[config.mk]
export PLATFORM = sky130hd
export DESIGN_NAME = power_window_controller_unit
export DESIGN_NICKNAME = d
export VERILOG_FILES = /design/src/rtl/pwc_pkg.sv /design/src/rtl/power_window_controller_unit.sv
export SDC_FILE = /design/constraint.sdc
export NUM_CORES = 1
export LEC_CHECK = 0
export BUFFER_PORTS_ARGS = -buffer_cell sky130_fd_sc_hd__buf_2
export CORE_MARGIN = 8
export CORE_UTILIZATION = 46
export CTS_CLUSTER_SIZE = 8
export DETAILED_ROUTE_END_ITERATION = 8
export GPL_TIMING_DRIVEN = 0
export PLACE_DENSITY = 0.71
export SETUP_SLACK_MARGIN = 0.2
export SKIP_CTS_REPAIR_TIMING = 1
export SYNTH_ARGS = -nofsm -noshare
export SYNTH_HDL_FRONTEND = slang
export SYNTH_SLANG_ARGS = --single-unit
[constraint.sdc]
create_clock -name clk -period 4.3 [get_ports clk]
set_input_delay 0.43 -clock clk [delete_from_list [all_inputs] [get_ports clk]]
set_output_delay 0.43 -clock clk [all_outputs]
set_load 0.005 [all_outputs]
[src/rtl/pwc_pkg.sv]
// types and codes of the power window controller
package pwc_pkg;

	typedef struct packed {
		logic driver_up_pressed;
		logic driver_down_pressed;
		logic pass_up_pressed;
		logic pass_down_pressed;
		logic upper_limit_event;
		logic lower_limit_event;
		logic lock_toggle_event;
		logic jam_event;
	} pwc_in_t;

	typedef struct packed {
		logic [1:0] motor_drive;
		logic [2:0] motion_mode;
		logic       from_passenger;
		logic       stopped_now;
		logic [2:0] stop_cause;
		logic       lock_on;
		logic       at_upper;
		logic       at_lower;
	} pwc_out_t;

	localparam logic [1:0] DRIVE_STOP = 2'd0;
	localparam logic [1:0] DRIVE_UP   = 2'd1;
	localparam logic [1:0] DRIVE_DOWN = 2'd2;

	localparam logic [2:0] MODE_IDLE        = 3'd0;
	localparam logic [2:0] MODE_UP_AUTO     = 3'd1;
	localparam logic [2:0] MODE_UP_MANUAL   = 3'd2;
	localparam logic [2:0] MODE_DOWN_AUTO   = 3'd3;
	localparam logic [2:0] MODE_DOWN_MANUAL = 3'd4;

	localparam logic [2:0] CAUSE_RELEASED = 3'd0;
	localparam logic [2:0] CAUSE_LOCK     = 3'd1;
	localparam logic [2:0] CAUSE_JAM      = 3'd2;
	localparam logic [2:0] CAUSE_UPPER    = 3'd3;
	localparam logic [2:0] CAUSE_LOWER    = 3'd4;

	localparam logic REG_DEBOUNCE   = 1'b0;
	localparam logic REG_LONG_PRESS = 1'b1;

	localparam logic [9:0]  DEBOUNCE_RESET   = 10'd50;
	localparam logic [15:0] LONG_PRESS_RESET = 16'd1000;

endpackage

[src/rtl/power_window_controller_unit.sv]
// power window controller top level
// One transfer on the input channel is one tick of sampled button levels and
// event pulses; each tick gives exactly one result transfer on the output
// channel with the motor command, motion mode, stop report and flags.
// The input transfer lands in a stage register; the tick is evaluated from
// there combinationally and written into the output register, which offers
// the result. One tick per cycle is sustained while out_ready stays high;
// the stage register and the output register let a new input transfer in
// while a finished result still waits.
// When the receiver stalls, the result is held, the stage register fills and
// then in_ready drops until out_ready returns.
// Reset clears the motion state, the classifier, all flags and both channels,
// and loads debounce_ticks = 50 and long_press_ticks = 1000.
// The APB port writes debounce_ticks at 0x0 and long_press_ticks at 0x4;
// pready is always high. Write the registers only while no tick is pending.
module power_window_controller_unit
	import pwc_pkg::*;
(
	input  logic        clk,
	input  logic        arst_n,
	input  logic        in_valid,
	output logic        in_ready,
	input  pwc_in_t     in_data,
	output logic        out_valid,
	input  logic        out_ready,
	output pwc_out_t    out_data,
	input  logic        psel,
	input  logic        penable,
	input  logic        pwrite,
	input  logic [2:0]  paddr,
	input  logic [31:0] pwdata,
	output logic [31:0] prdata,
	output logic        pready
);

	typedef enum logic [1:0] {
		PH_SCAN,
		PH_DEBOUNCE,
		PH_HOLD
	} phase_t;

	localparam logic [15:0] COUNT_MAX = 16'hFFFF;

	logic [9:0]  debounce_q;
	logic [15:0] long_press_q;

	logic        valid_s1;
	pwc_in_t     data_s1;
	logic        out_valid_q;
	pwc_out_t    out_data_q;
	logic        adv;

	logic [2:0]  mode_q;
	logic        src_q;
	phase_t      phase_q;
	logic [1:0]  button_q;
	logic [15:0] count_q;
	logic        lock_q;
	logic        jam_q;
	logic        upper_q;
	logic        lower_q;

	logic [2:0]  mode_n;
	logic        src_n;
	phase_t      phase_n;
	logic [1:0]  button_n;
	logic [15:0] count_n;
	logic        lock_n;
	logic        jam_n;
	logic        upper_n;
	logic        lower_n;
	logic        stopped;
	logic [2:0]  cause;
	pwc_out_t    res;

	logic [3:0]  btns;
	logic        moving;
	logic        up;
	logic        manual;
	logic [2:0]  mode_mid;
	logic        cls_en;
	logic        du_only;
	logic        found;
	logic [1:0]  idx;
	logic        conf;
	logic        held;
	logic [15:0] count_inc;
	logic [2:0]  nxt;
	logic        who;

	function automatic logic [2:0] motion_for(input logic [1:0] b, input logic man);
		if (!b[0]) begin
			motion_for = man ? MODE_UP_MANUAL : MODE_UP_AUTO;
		end else begin
			motion_for = man ? MODE_DOWN_MANUAL : MODE_DOWN_AUTO;
		end
	endfunction

	// configuration port
	assign pready = 1'b1;
	assign prdata = (paddr[2] == REG_LONG_PRESS) ? {16'b0, long_press_q} : {22'b0, debounce_q};

	always_ff @(posedge clk or negedge arst_n) begin
		if (!arst_n) begin
			debounce_q   <= DEBOUNCE_RESET;
			long_press_q <= LONG_PRESS_RESET;
		end else if (psel && penable && pwrite && pready) begin
			if (paddr[2] == REG_DEBOUNCE) begin
				debounce_q <= pwdata[9:0];
			end else begin
				long_press_q <= pwdata[15:0];
			end
		end
	end

	// handshake
	assign adv       = valid_s1 && (!out_valid_q || out_ready);
	assign in_ready  = !valid_s1 || adv;
	assign out_valid = out_valid_q;
	assign out_data  = out_data_q;

	// tick evaluation
	assign btns = {data_s1.pass_down_pressed, data_s1.pass_up_pressed,
		data_s1.driver_down_pressed, data_s1.driver_up_pressed};
	assign count_inc = (count_q == COUNT_MAX) ? count_q : count_q + 16'd1;

	always_comb begin
		upper_n = upper_q | data_s1.upper_limit_event;
		lower_n = lower_q | data_s1.lower_limit_event;
		lock_n  = lock_q ^ data_s1.lock_toggle_event;
		jam_n   = jam_q | data_s1.jam_event;

		moving  = (mode_q == MODE_UP_AUTO) || (mode_q == MODE_UP_MANUAL) ||
			(mode_q == MODE_DOWN_AUTO) || (mode_q == MODE_DOWN_MANUAL);
		up      = (mode_q == MODE_UP_AUTO) || (mode_q == MODE_UP_MANUAL);
		manual  = (mode_q == MODE_UP_MANUAL) || (mode_q == MODE_DOWN_MANUAL);
		stopped = 1'b0;
		cause   = CAUSE_RELEASED;
		src_n   = src_q;
		phase_n = phase_q;
		mode_mid = MODE_IDLE;

		if (moving) begin
			if (manual && !btns[{src_q, ~up}]) begin
				stopped = 1'b1;
				cause   = CAUSE_RELEASED;
			end else if (lock_n) begin
				stopped = 1'b1;
				cause   = CAUSE_LOCK;
			end else if (jam_n) begin
				stopped = 1'b1;
				cause   = CAUSE_JAM;
				jam_n   = 1'b0;
			end else if (up && upper_n) begin
				stopped = 1'b1;
				cause   = CAUSE_UPPER;
			end else if (!up && lower_n) begin
				stopped = 1'b1;
				cause   = CAUSE_LOWER;
			end
			if (stopped) begin
				src_n   = 1'b0;
				phase_n = PH_SCAN;
			end else begin
				mode_mid = mode_q;
				if (up) begin
					lower_n = 1'b0;
				end else begin
					upper_n = 1'b0;
				end
			end
		end

		// button classification
		cls_en  = !stopped && ((mode_mid == MODE_IDLE) ||
			(mode_mid == MODE_DOWN_AUTO && src_q));
		du_only = (mode_mid != MODE_IDLE);
		if (du_only || btns[0]) begin
			found = btns[0];
			idx   = 2'd0;
		end else if (btns[1]) begin
			found = 1'b1;
			idx   = 2'd1;
		end else if (btns[2]) begin
			found = 1'b1;
			idx   = 2'd2;
		end else begin
			found = btns[3];
			idx   = 2'd3;
		end

		button_n = button_q;
		count_n  = count_q;
		nxt      = MODE_IDLE;
		who      = 1'b0;
		conf     = 1'b0;
		held     = 1'b0;
		if (cls_en) begin
			case (phase_q)
				PH_DEBOUNCE: begin
					count_n = count_inc;
					conf    = (count_inc >= {6'b0, debounce_q});
				end
				PH_HOLD: begin
					count_n = count_inc;
					held    = btns[button_q];
					if (!held || count_inc >= long_press_q) begin
						phase_n = PH_SCAN;
						who     = button_q[1];
						nxt     = motion_for(button_q, held);
					end
				end
				default: begin
					phase_n = PH_SCAN;
					if (found) begin
						button_n = idx;
						phase_n  = PH_DEBOUNCE;
						count_n  = '0;
						conf     = (debounce_q == '0);
					end
				end
			endcase
			if (conf) begin
				if (!btns[button_n]) begin
					phase_n = PH_SCAN;
				end else begin
					phase_n = PH_HOLD;
					count_n = '0;
					if (long_press_q == '0) begin
						phase_n = PH_SCAN;
						who     = button_n[1];
						nxt     = motion_for(button_n, 1'b1);
					end
				end
			end
		end

		mode_n = mode_mid;
		if (nxt != MODE_IDLE) begin
			mode_n = nxt;
			src_n  = who;
		end

		res.motor_drive    = (mode_n == MODE_UP_AUTO || mode_n == MODE_UP_MANUAL) ? DRIVE_UP :
			(mode_n == MODE_DOWN_AUTO || mode_n == MODE_DOWN_MANUAL) ? DRIVE_DOWN : DRIVE_STOP;
		res.motion_mode    = mode_n;
		res.from_passenger = (mode_n != MODE_IDLE) && src_n;
		res.stopped_now    = stopped;
		res.stop_cause     = stopped ? cause : CAUSE_RELEASED;
		res.lock_on        = lock_n;
		res.at_upper       = upper_n;
		res.at_lower       = lower_n;
	end

	always_ff @(posedge clk or negedge arst_n) begin
		if (!arst_n) begin
			valid_s1    <= 1'b0;
			out_valid_q <= 1'b0;
			mode_q      <= MODE_IDLE;
			src_q       <= 1'b0;
			phase_q     <= PH_SCAN;
			button_q    <= '0;
			count_q     <= '0;
			lock_q      <= 1'b0;
			jam_q       <= 1'b0;
			upper_q     <= 1'b0;
			lower_q     <= 1'b0;
		end else begin
			if (in_ready) begin
				valid_s1 <= in_valid;
			end
			if (adv) begin
				out_valid_q <= 1'b1;
				mode_q      <= mode_n;
				src_q       <= src_n;
				phase_q     <= phase_n;
				button_q    <= button_n;
				count_q     <= count_n;
				lock_q      <= lock_n;
				jam_q       <= jam_n;
				upper_q     <= upper_n;
				lower_q     <= lower_n;
			end else if (out_ready) begin
				out_valid_q <= 1'b0;
			end
		end
	end

	// payload registers
	always_ff @(posedge clk) begin
		if (in_valid && in_ready) begin
			data_s1 <= in_data;
		end
		if (adv) begin
			out_data_q <= res;
		end
	end

endmodule

Word level (Yosys, flattened, before mapping)
Cells that the tools add are included.
- bits in registers: 77
- word-level logic and storage cells: 176
- bitwise operators: 8
- $lt $le $gt $ge: 5
- $add $sub $neg: 1
- mux-type cells: 78
- equal/unequal tests: 12
- reductions and logical operators: 41
- operators by type and width (operator ; number):
    $mux W16 ; 6
    $mux W3 ; 13
    $mux W1 ; 38
    $mux W2 ; 16
    $add A16 B1 Y16 const B ; 1
    $eq A16 B16 Y1 const B ; 1
    $ge A16 B10 Y1 ; 1
    $ge A16 B16 Y1 ; 1
    $logic_not A16 Y1 ; 1
    $eq A3 B2 Y1 const B ; 5
    $logic_or A1 B1 Y1 ; 11
    $logic_and A1 B1 Y1 ; 10
    $logic_not A10 Y1 ; 1
    $lt A2 B3 Y1 const B ; 3
    $reduce_bool A3 Y1 ; 3
    $bmux W1 S2 ; 3
    $eq A3 B1 Y1 const B ; 2
    $eq A3 B3 Y1 const B ; 2
    $logic_not A1 Y1 ; 6
    $reduce_and A2 Y1 ; 3
    $reduce_or A6 Y1 ; 1
    $not A1 Y1 ; 4
    $pmux W2 S2 ; 1
    $reduce_or A4 Y1 ; 1
    other kinds (9) ; 11

Depth between registers and ports, before layout
- depth after elaboration: 28
- mapped depth: 19

Worst setup path after synthesis
No wires, ideal clock.
- kind: flip-flop to flip-flop
- from: register count_q[0]
- to: register out_data_q (netlist bit out_data[7]) (data pin)
- arrival: 3.851 ns
- setup time: 0.261 ns
- cell stages (with the launch flop): 19
- slack: 0.188 ns
- data required time: 4.039 ns
- period minus slack after synthesis: 4.112 ns
- path buffers: 1
- path through: dfrtp_1 ha_1 nand3_1 nor2_1 nand2_1 nand2b_1 nor2_1 xnor2_1 ha_1 a21o_1 a21o_1 a21oi_1 nor4b_1 a311o_1 a221oi_4 a211oi_1 or3_1 buf_2 o32a_1
- RTL lines (what ; RTL line ; RTL):
    start, declared ; power_window_controller_unit.sv:57 ; logic [15:0] count_q;
    start signal, assigned ; power_window_controller_unit.sv:278 ; count_q <= count_n;
    end signal, assigned ; power_window_controller_unit.sv:295 ; out_data_q <= res;
    end, declared ; power_window_controller_unit.sv:50 ; pwc_out_t out_data_q;

==> results.yml <==
worst_setup_path:
  cp_top_family: "compound AO/OA/AOI/OAI gates"
  endpoint_kind: "register"
  crit_fanout: 5
  critPathBufInv: 1
  cpMaxStageDelayCell: "dfrtp_1"
  startpoint: "count_q[15]"
  cp.depth: 17
  r2r-start: "count_q[15]"
  start_kind: "register"
  rrSetupSlack_ns: 0.13
  critPathMaxStageDelay_ns: 0.44
  r2r_cells: 17
  cp.required_ns: 4.41
  path_cells: "nand4_1 > nor2_4 > nand2_4 > nand2b_4 > nor2_4 > xnor2_2 > ha_1 > a21o_1 > a21o_1 > a21oi_2 > nor4b_2 > a311o_1 > a221oi_4 > a211oi_2 > or3_1 > buf_6 > o32a_1"
  arrival_ns: 4.28
  path_class: "register to register"
clocking:
  numCtsBuffers: 9
  cts_num_sinks: 77
  clk_pin_slew_ns: 0.08
  cts-root-buf: "clkbuf_8"
  insertion_delay_ns: 0.36
  cts_tree: "done"
  clockBufferDepth: 2
  htree_levels: 3
floorplanning:
  io_pins: 98
  die_h_um: 120.8
  dieArea_um2: 14590
  core_area_um2: 10790
  die_x_um: 120.8
  floorplan.initialDensity: 0.4680
  row_count: 38
routing:
  wl_um: 12960
  drt_pass1_iterations: 5
  vias: 4276
  drt.antenna.violating_nets: 0
  drc: 0
  wl_per_cell_um: 16.70
  viasPerCell: 5.510
  drt_iter0_drc: 195
global_route:
  grt_pass1_vias: 4182
  grt_max_degree: 57
  grt-ovfl-total: 0
  grt_first_pass_wirelength_um: 20480
  grt_antenna_before_repair: 0
  track_usage: 0.1744
timing:
  rsz0062_at_grt: "true"
  worst_pin_slew_ns: 0.8082
  setup_violations: 0
  fin_hold_ws_ns: 0.1183
  hold_viol_final: 0
  setup_slack_ns: 0.1290
  drv_slew: 0
  fin_crit_sh: 0.9700
  fmax_mhz: 239.8
  fin_crit_ns: 4.171
  slew_headroom: 0.4555
  fin_worst_skew_ns: 0.009913
yosys:
  synth.area.mux_share: 0.08224
  synth_top_area_frac: 0.2328
  syn_area_um2: 5051
  ys_seq_area_frac: 0.4045
  synth_simple_gate_area_frac: 0.1739
  synth_top_family_by_area: "simple AND/OR/NAND/NOR gates"
  synth_ff_type: "dfrtp_1"
  synthArstFlopShare: 0.7273
  syn_inst: 522
  ys_warn_count: 0
  synth_largest_area_cell: "dfrtp_1"
  synth-seq-cells: 77
  synth_compound_area_frac: 0.1645
  synthAdderAreaFrac: 0.07431
  synth_xor_area_frac: 0.02948
  postSynthAreaPerCell_um2: 9.676
  synth_edf_count: 21
  synth_area_leaders: "dfrtp_1 (23%), edfxtp_1 (12%), ha_1 (7.4%), mux2_2 (6.5%), dfstp_2 (4.7%)"
  yosysUniqueCellTypes: 68
pwr:
  ir_worst_vdd_mv: 0.2538
  p_leak_nw: 2.922
  powerDensity_nw_per_um2: 425.6
cells_and_area:
  drive_gt1_frac: 0.3192
  syn2layout_area_growth_pct: 23.33
  num-nets-final: 711
  n_antenna_cell: 0
  fin_area_um2: 6230
  final_cells: 776
placed_design:
  gp_congestion: 0.9388
  dp_slack_ns: -0.6935
  dp_hpwl_um: 9380
  port_buffers: 61
  place_inst: 738
  post_dp_cell_area_um2: 5593
min_path:
  min_path_type: "input port to async pin"
outcome:
  outcome: "finished clean"
job:
  maxCapViolCount: 0
-- synth_stat cells, drive strengths merged, types with 3 or more instances --
| library cell | instances |
|---|---|
| a211oi | 6 |
| a21o | 7 |
| a21oi | 18 |
| a22o | 9 |
| a31oi | 6 |
| and2 | 11 |
| buf | 24 |
| clkbuf | 11 |
| dfrtp | 47 |
| dfstp | 9 |
| edfxtp | 21 |
| ha | 30 |
| inv | 38 |
| mux2 | 31 |
| mux2i | 4 |
| nand2 | 49 |
| nand2b | 13 |
| nand3 | 7 |
| nand4 | 11 |
| nor2 | 36 |
| nor2b | 3 |
| nor3 | 14 |
| nor4 | 11 |
| o21ai | 39 |
| o31a | 3 |
| o31ai | 4 |
| or3 | 3 |
| xnor2 | 12 |
| xor2 | 5 |
-- layout make-up --
cell class	instances	area [um^2]
tap	140	175.2
sequential	77	2049
clock inverter	2	60.06
buffer	35	230.2
fill	924	4563
clock buffer	14	193.9
timing repair buffer	83	489.2
inverter	39	146.4
multi-input combinational	386	2885
-- where the power goes --
part / switching, mW / internal (mW) / leakage, nW
registers: 0.112 / 0.903 / 0.883
clock network: 0.272 / 0.410 / 0.128
logic: 0.559 / 0.396 / 1.91
-- worst paths after layout --
check | to
max reg2reg | out_data[7]
min in group clk | btns[0]
min | debounce_q[3]
max | out_data[7]
max in group asynchronous | count_q[9]
min reg2reg | out_valid
-- cell families (layout without fill, tap and decap cells) --
kind of cell | count (synthesis) | in the layout
AOI/OAI and AO/OA | 120 | 120
xor gates and xnor gates | 17 | 17
adders and majority gates | 30 | 30
buffers and inverters | 74 | 173
DFF | 77 | 77
muxes | 36 | 36
other | 2 | 17
and+or+nand+nor | 166 | 166
-- per-layer routing --
| layer | global-route usage | part of all wire | vias to the layer above |
|---|---|---|---|
| met4 | 0.08665 | 0.025 | 0 |
| met3 | 0.02751 | 0.039 | 24 |
| li1 | - | - | 2063 |
| met2 | 0.2706 | 0.47 | 108 |
| met5 | 0 | 0 | - |
| met1 | 0.2321 | 0.46 | 2081 |
-- layout by cell type, fill, tap and decap left out, types with 3 or more instances in the layout --
master    Yosys  final
conb_1        2     17
edfxtp_1     21     21
or3_1         3      3
inv_1        38     38
clkbuf_1     11      9
dfrtp_2       0      5
nor2b_1       3      3
clkbuf_8      0     12
buf_6         0      4
o31ai_1       4      4
nor2_1       35     32
dfstp_2       9      9
buf_2         5     64
dfrtp_1      47     42
nor4_1        9      9
a211oi_1      6      4
a21oi_1      18     14
ha_1         30     28
xnor2_1      12     10
nand2b_1     13     11
buf_4        18     39
nor3_1       14     11
and2_1       11     11
a22o_1        9      9
mux2_2       29     29
o21ai_0      37     36
nand3_1       7      5
nor2_4        0      3
xor2_1        5      5
a21o_1        7      7
nand4_1       9      9
a31oi_1       6      6
o31a_1        3      3
mux2i_1       4      4
a21oi_2       0      3
nand2_1      49     48
-- sequential cells by signal, summed over array words and instances (netlist names), 2 cells and up --
| register | flops |
|---|---|
| count_q | 16 |
| long_press_q | 16 |
| out_data | 13 |
| debounce_q | 10 |
| btns | 4 |
| data_s1 | 4 |
| mode_q | 3 |
| button_q | 2 |
| phase_q | 2 |
-- per-stage QoR --
| step | setup TNS, ns | power, mW | utilization |
|---|---|---|---|
| after floorplan | 0 | 1.649 | - |
| after global placement | -7.522 | 1.896 | 0.5182 |
| after detailed placement | -9.227 | 1.929 | 0.5182 |
| after CTS | -9.780 | 2.614 | 0.5417 |
| after global routing | 0 | 2.820 | 0.5772 |
| final | 0 | 2.651 | 0.5772 |
(Power assumes the default switching activity.)
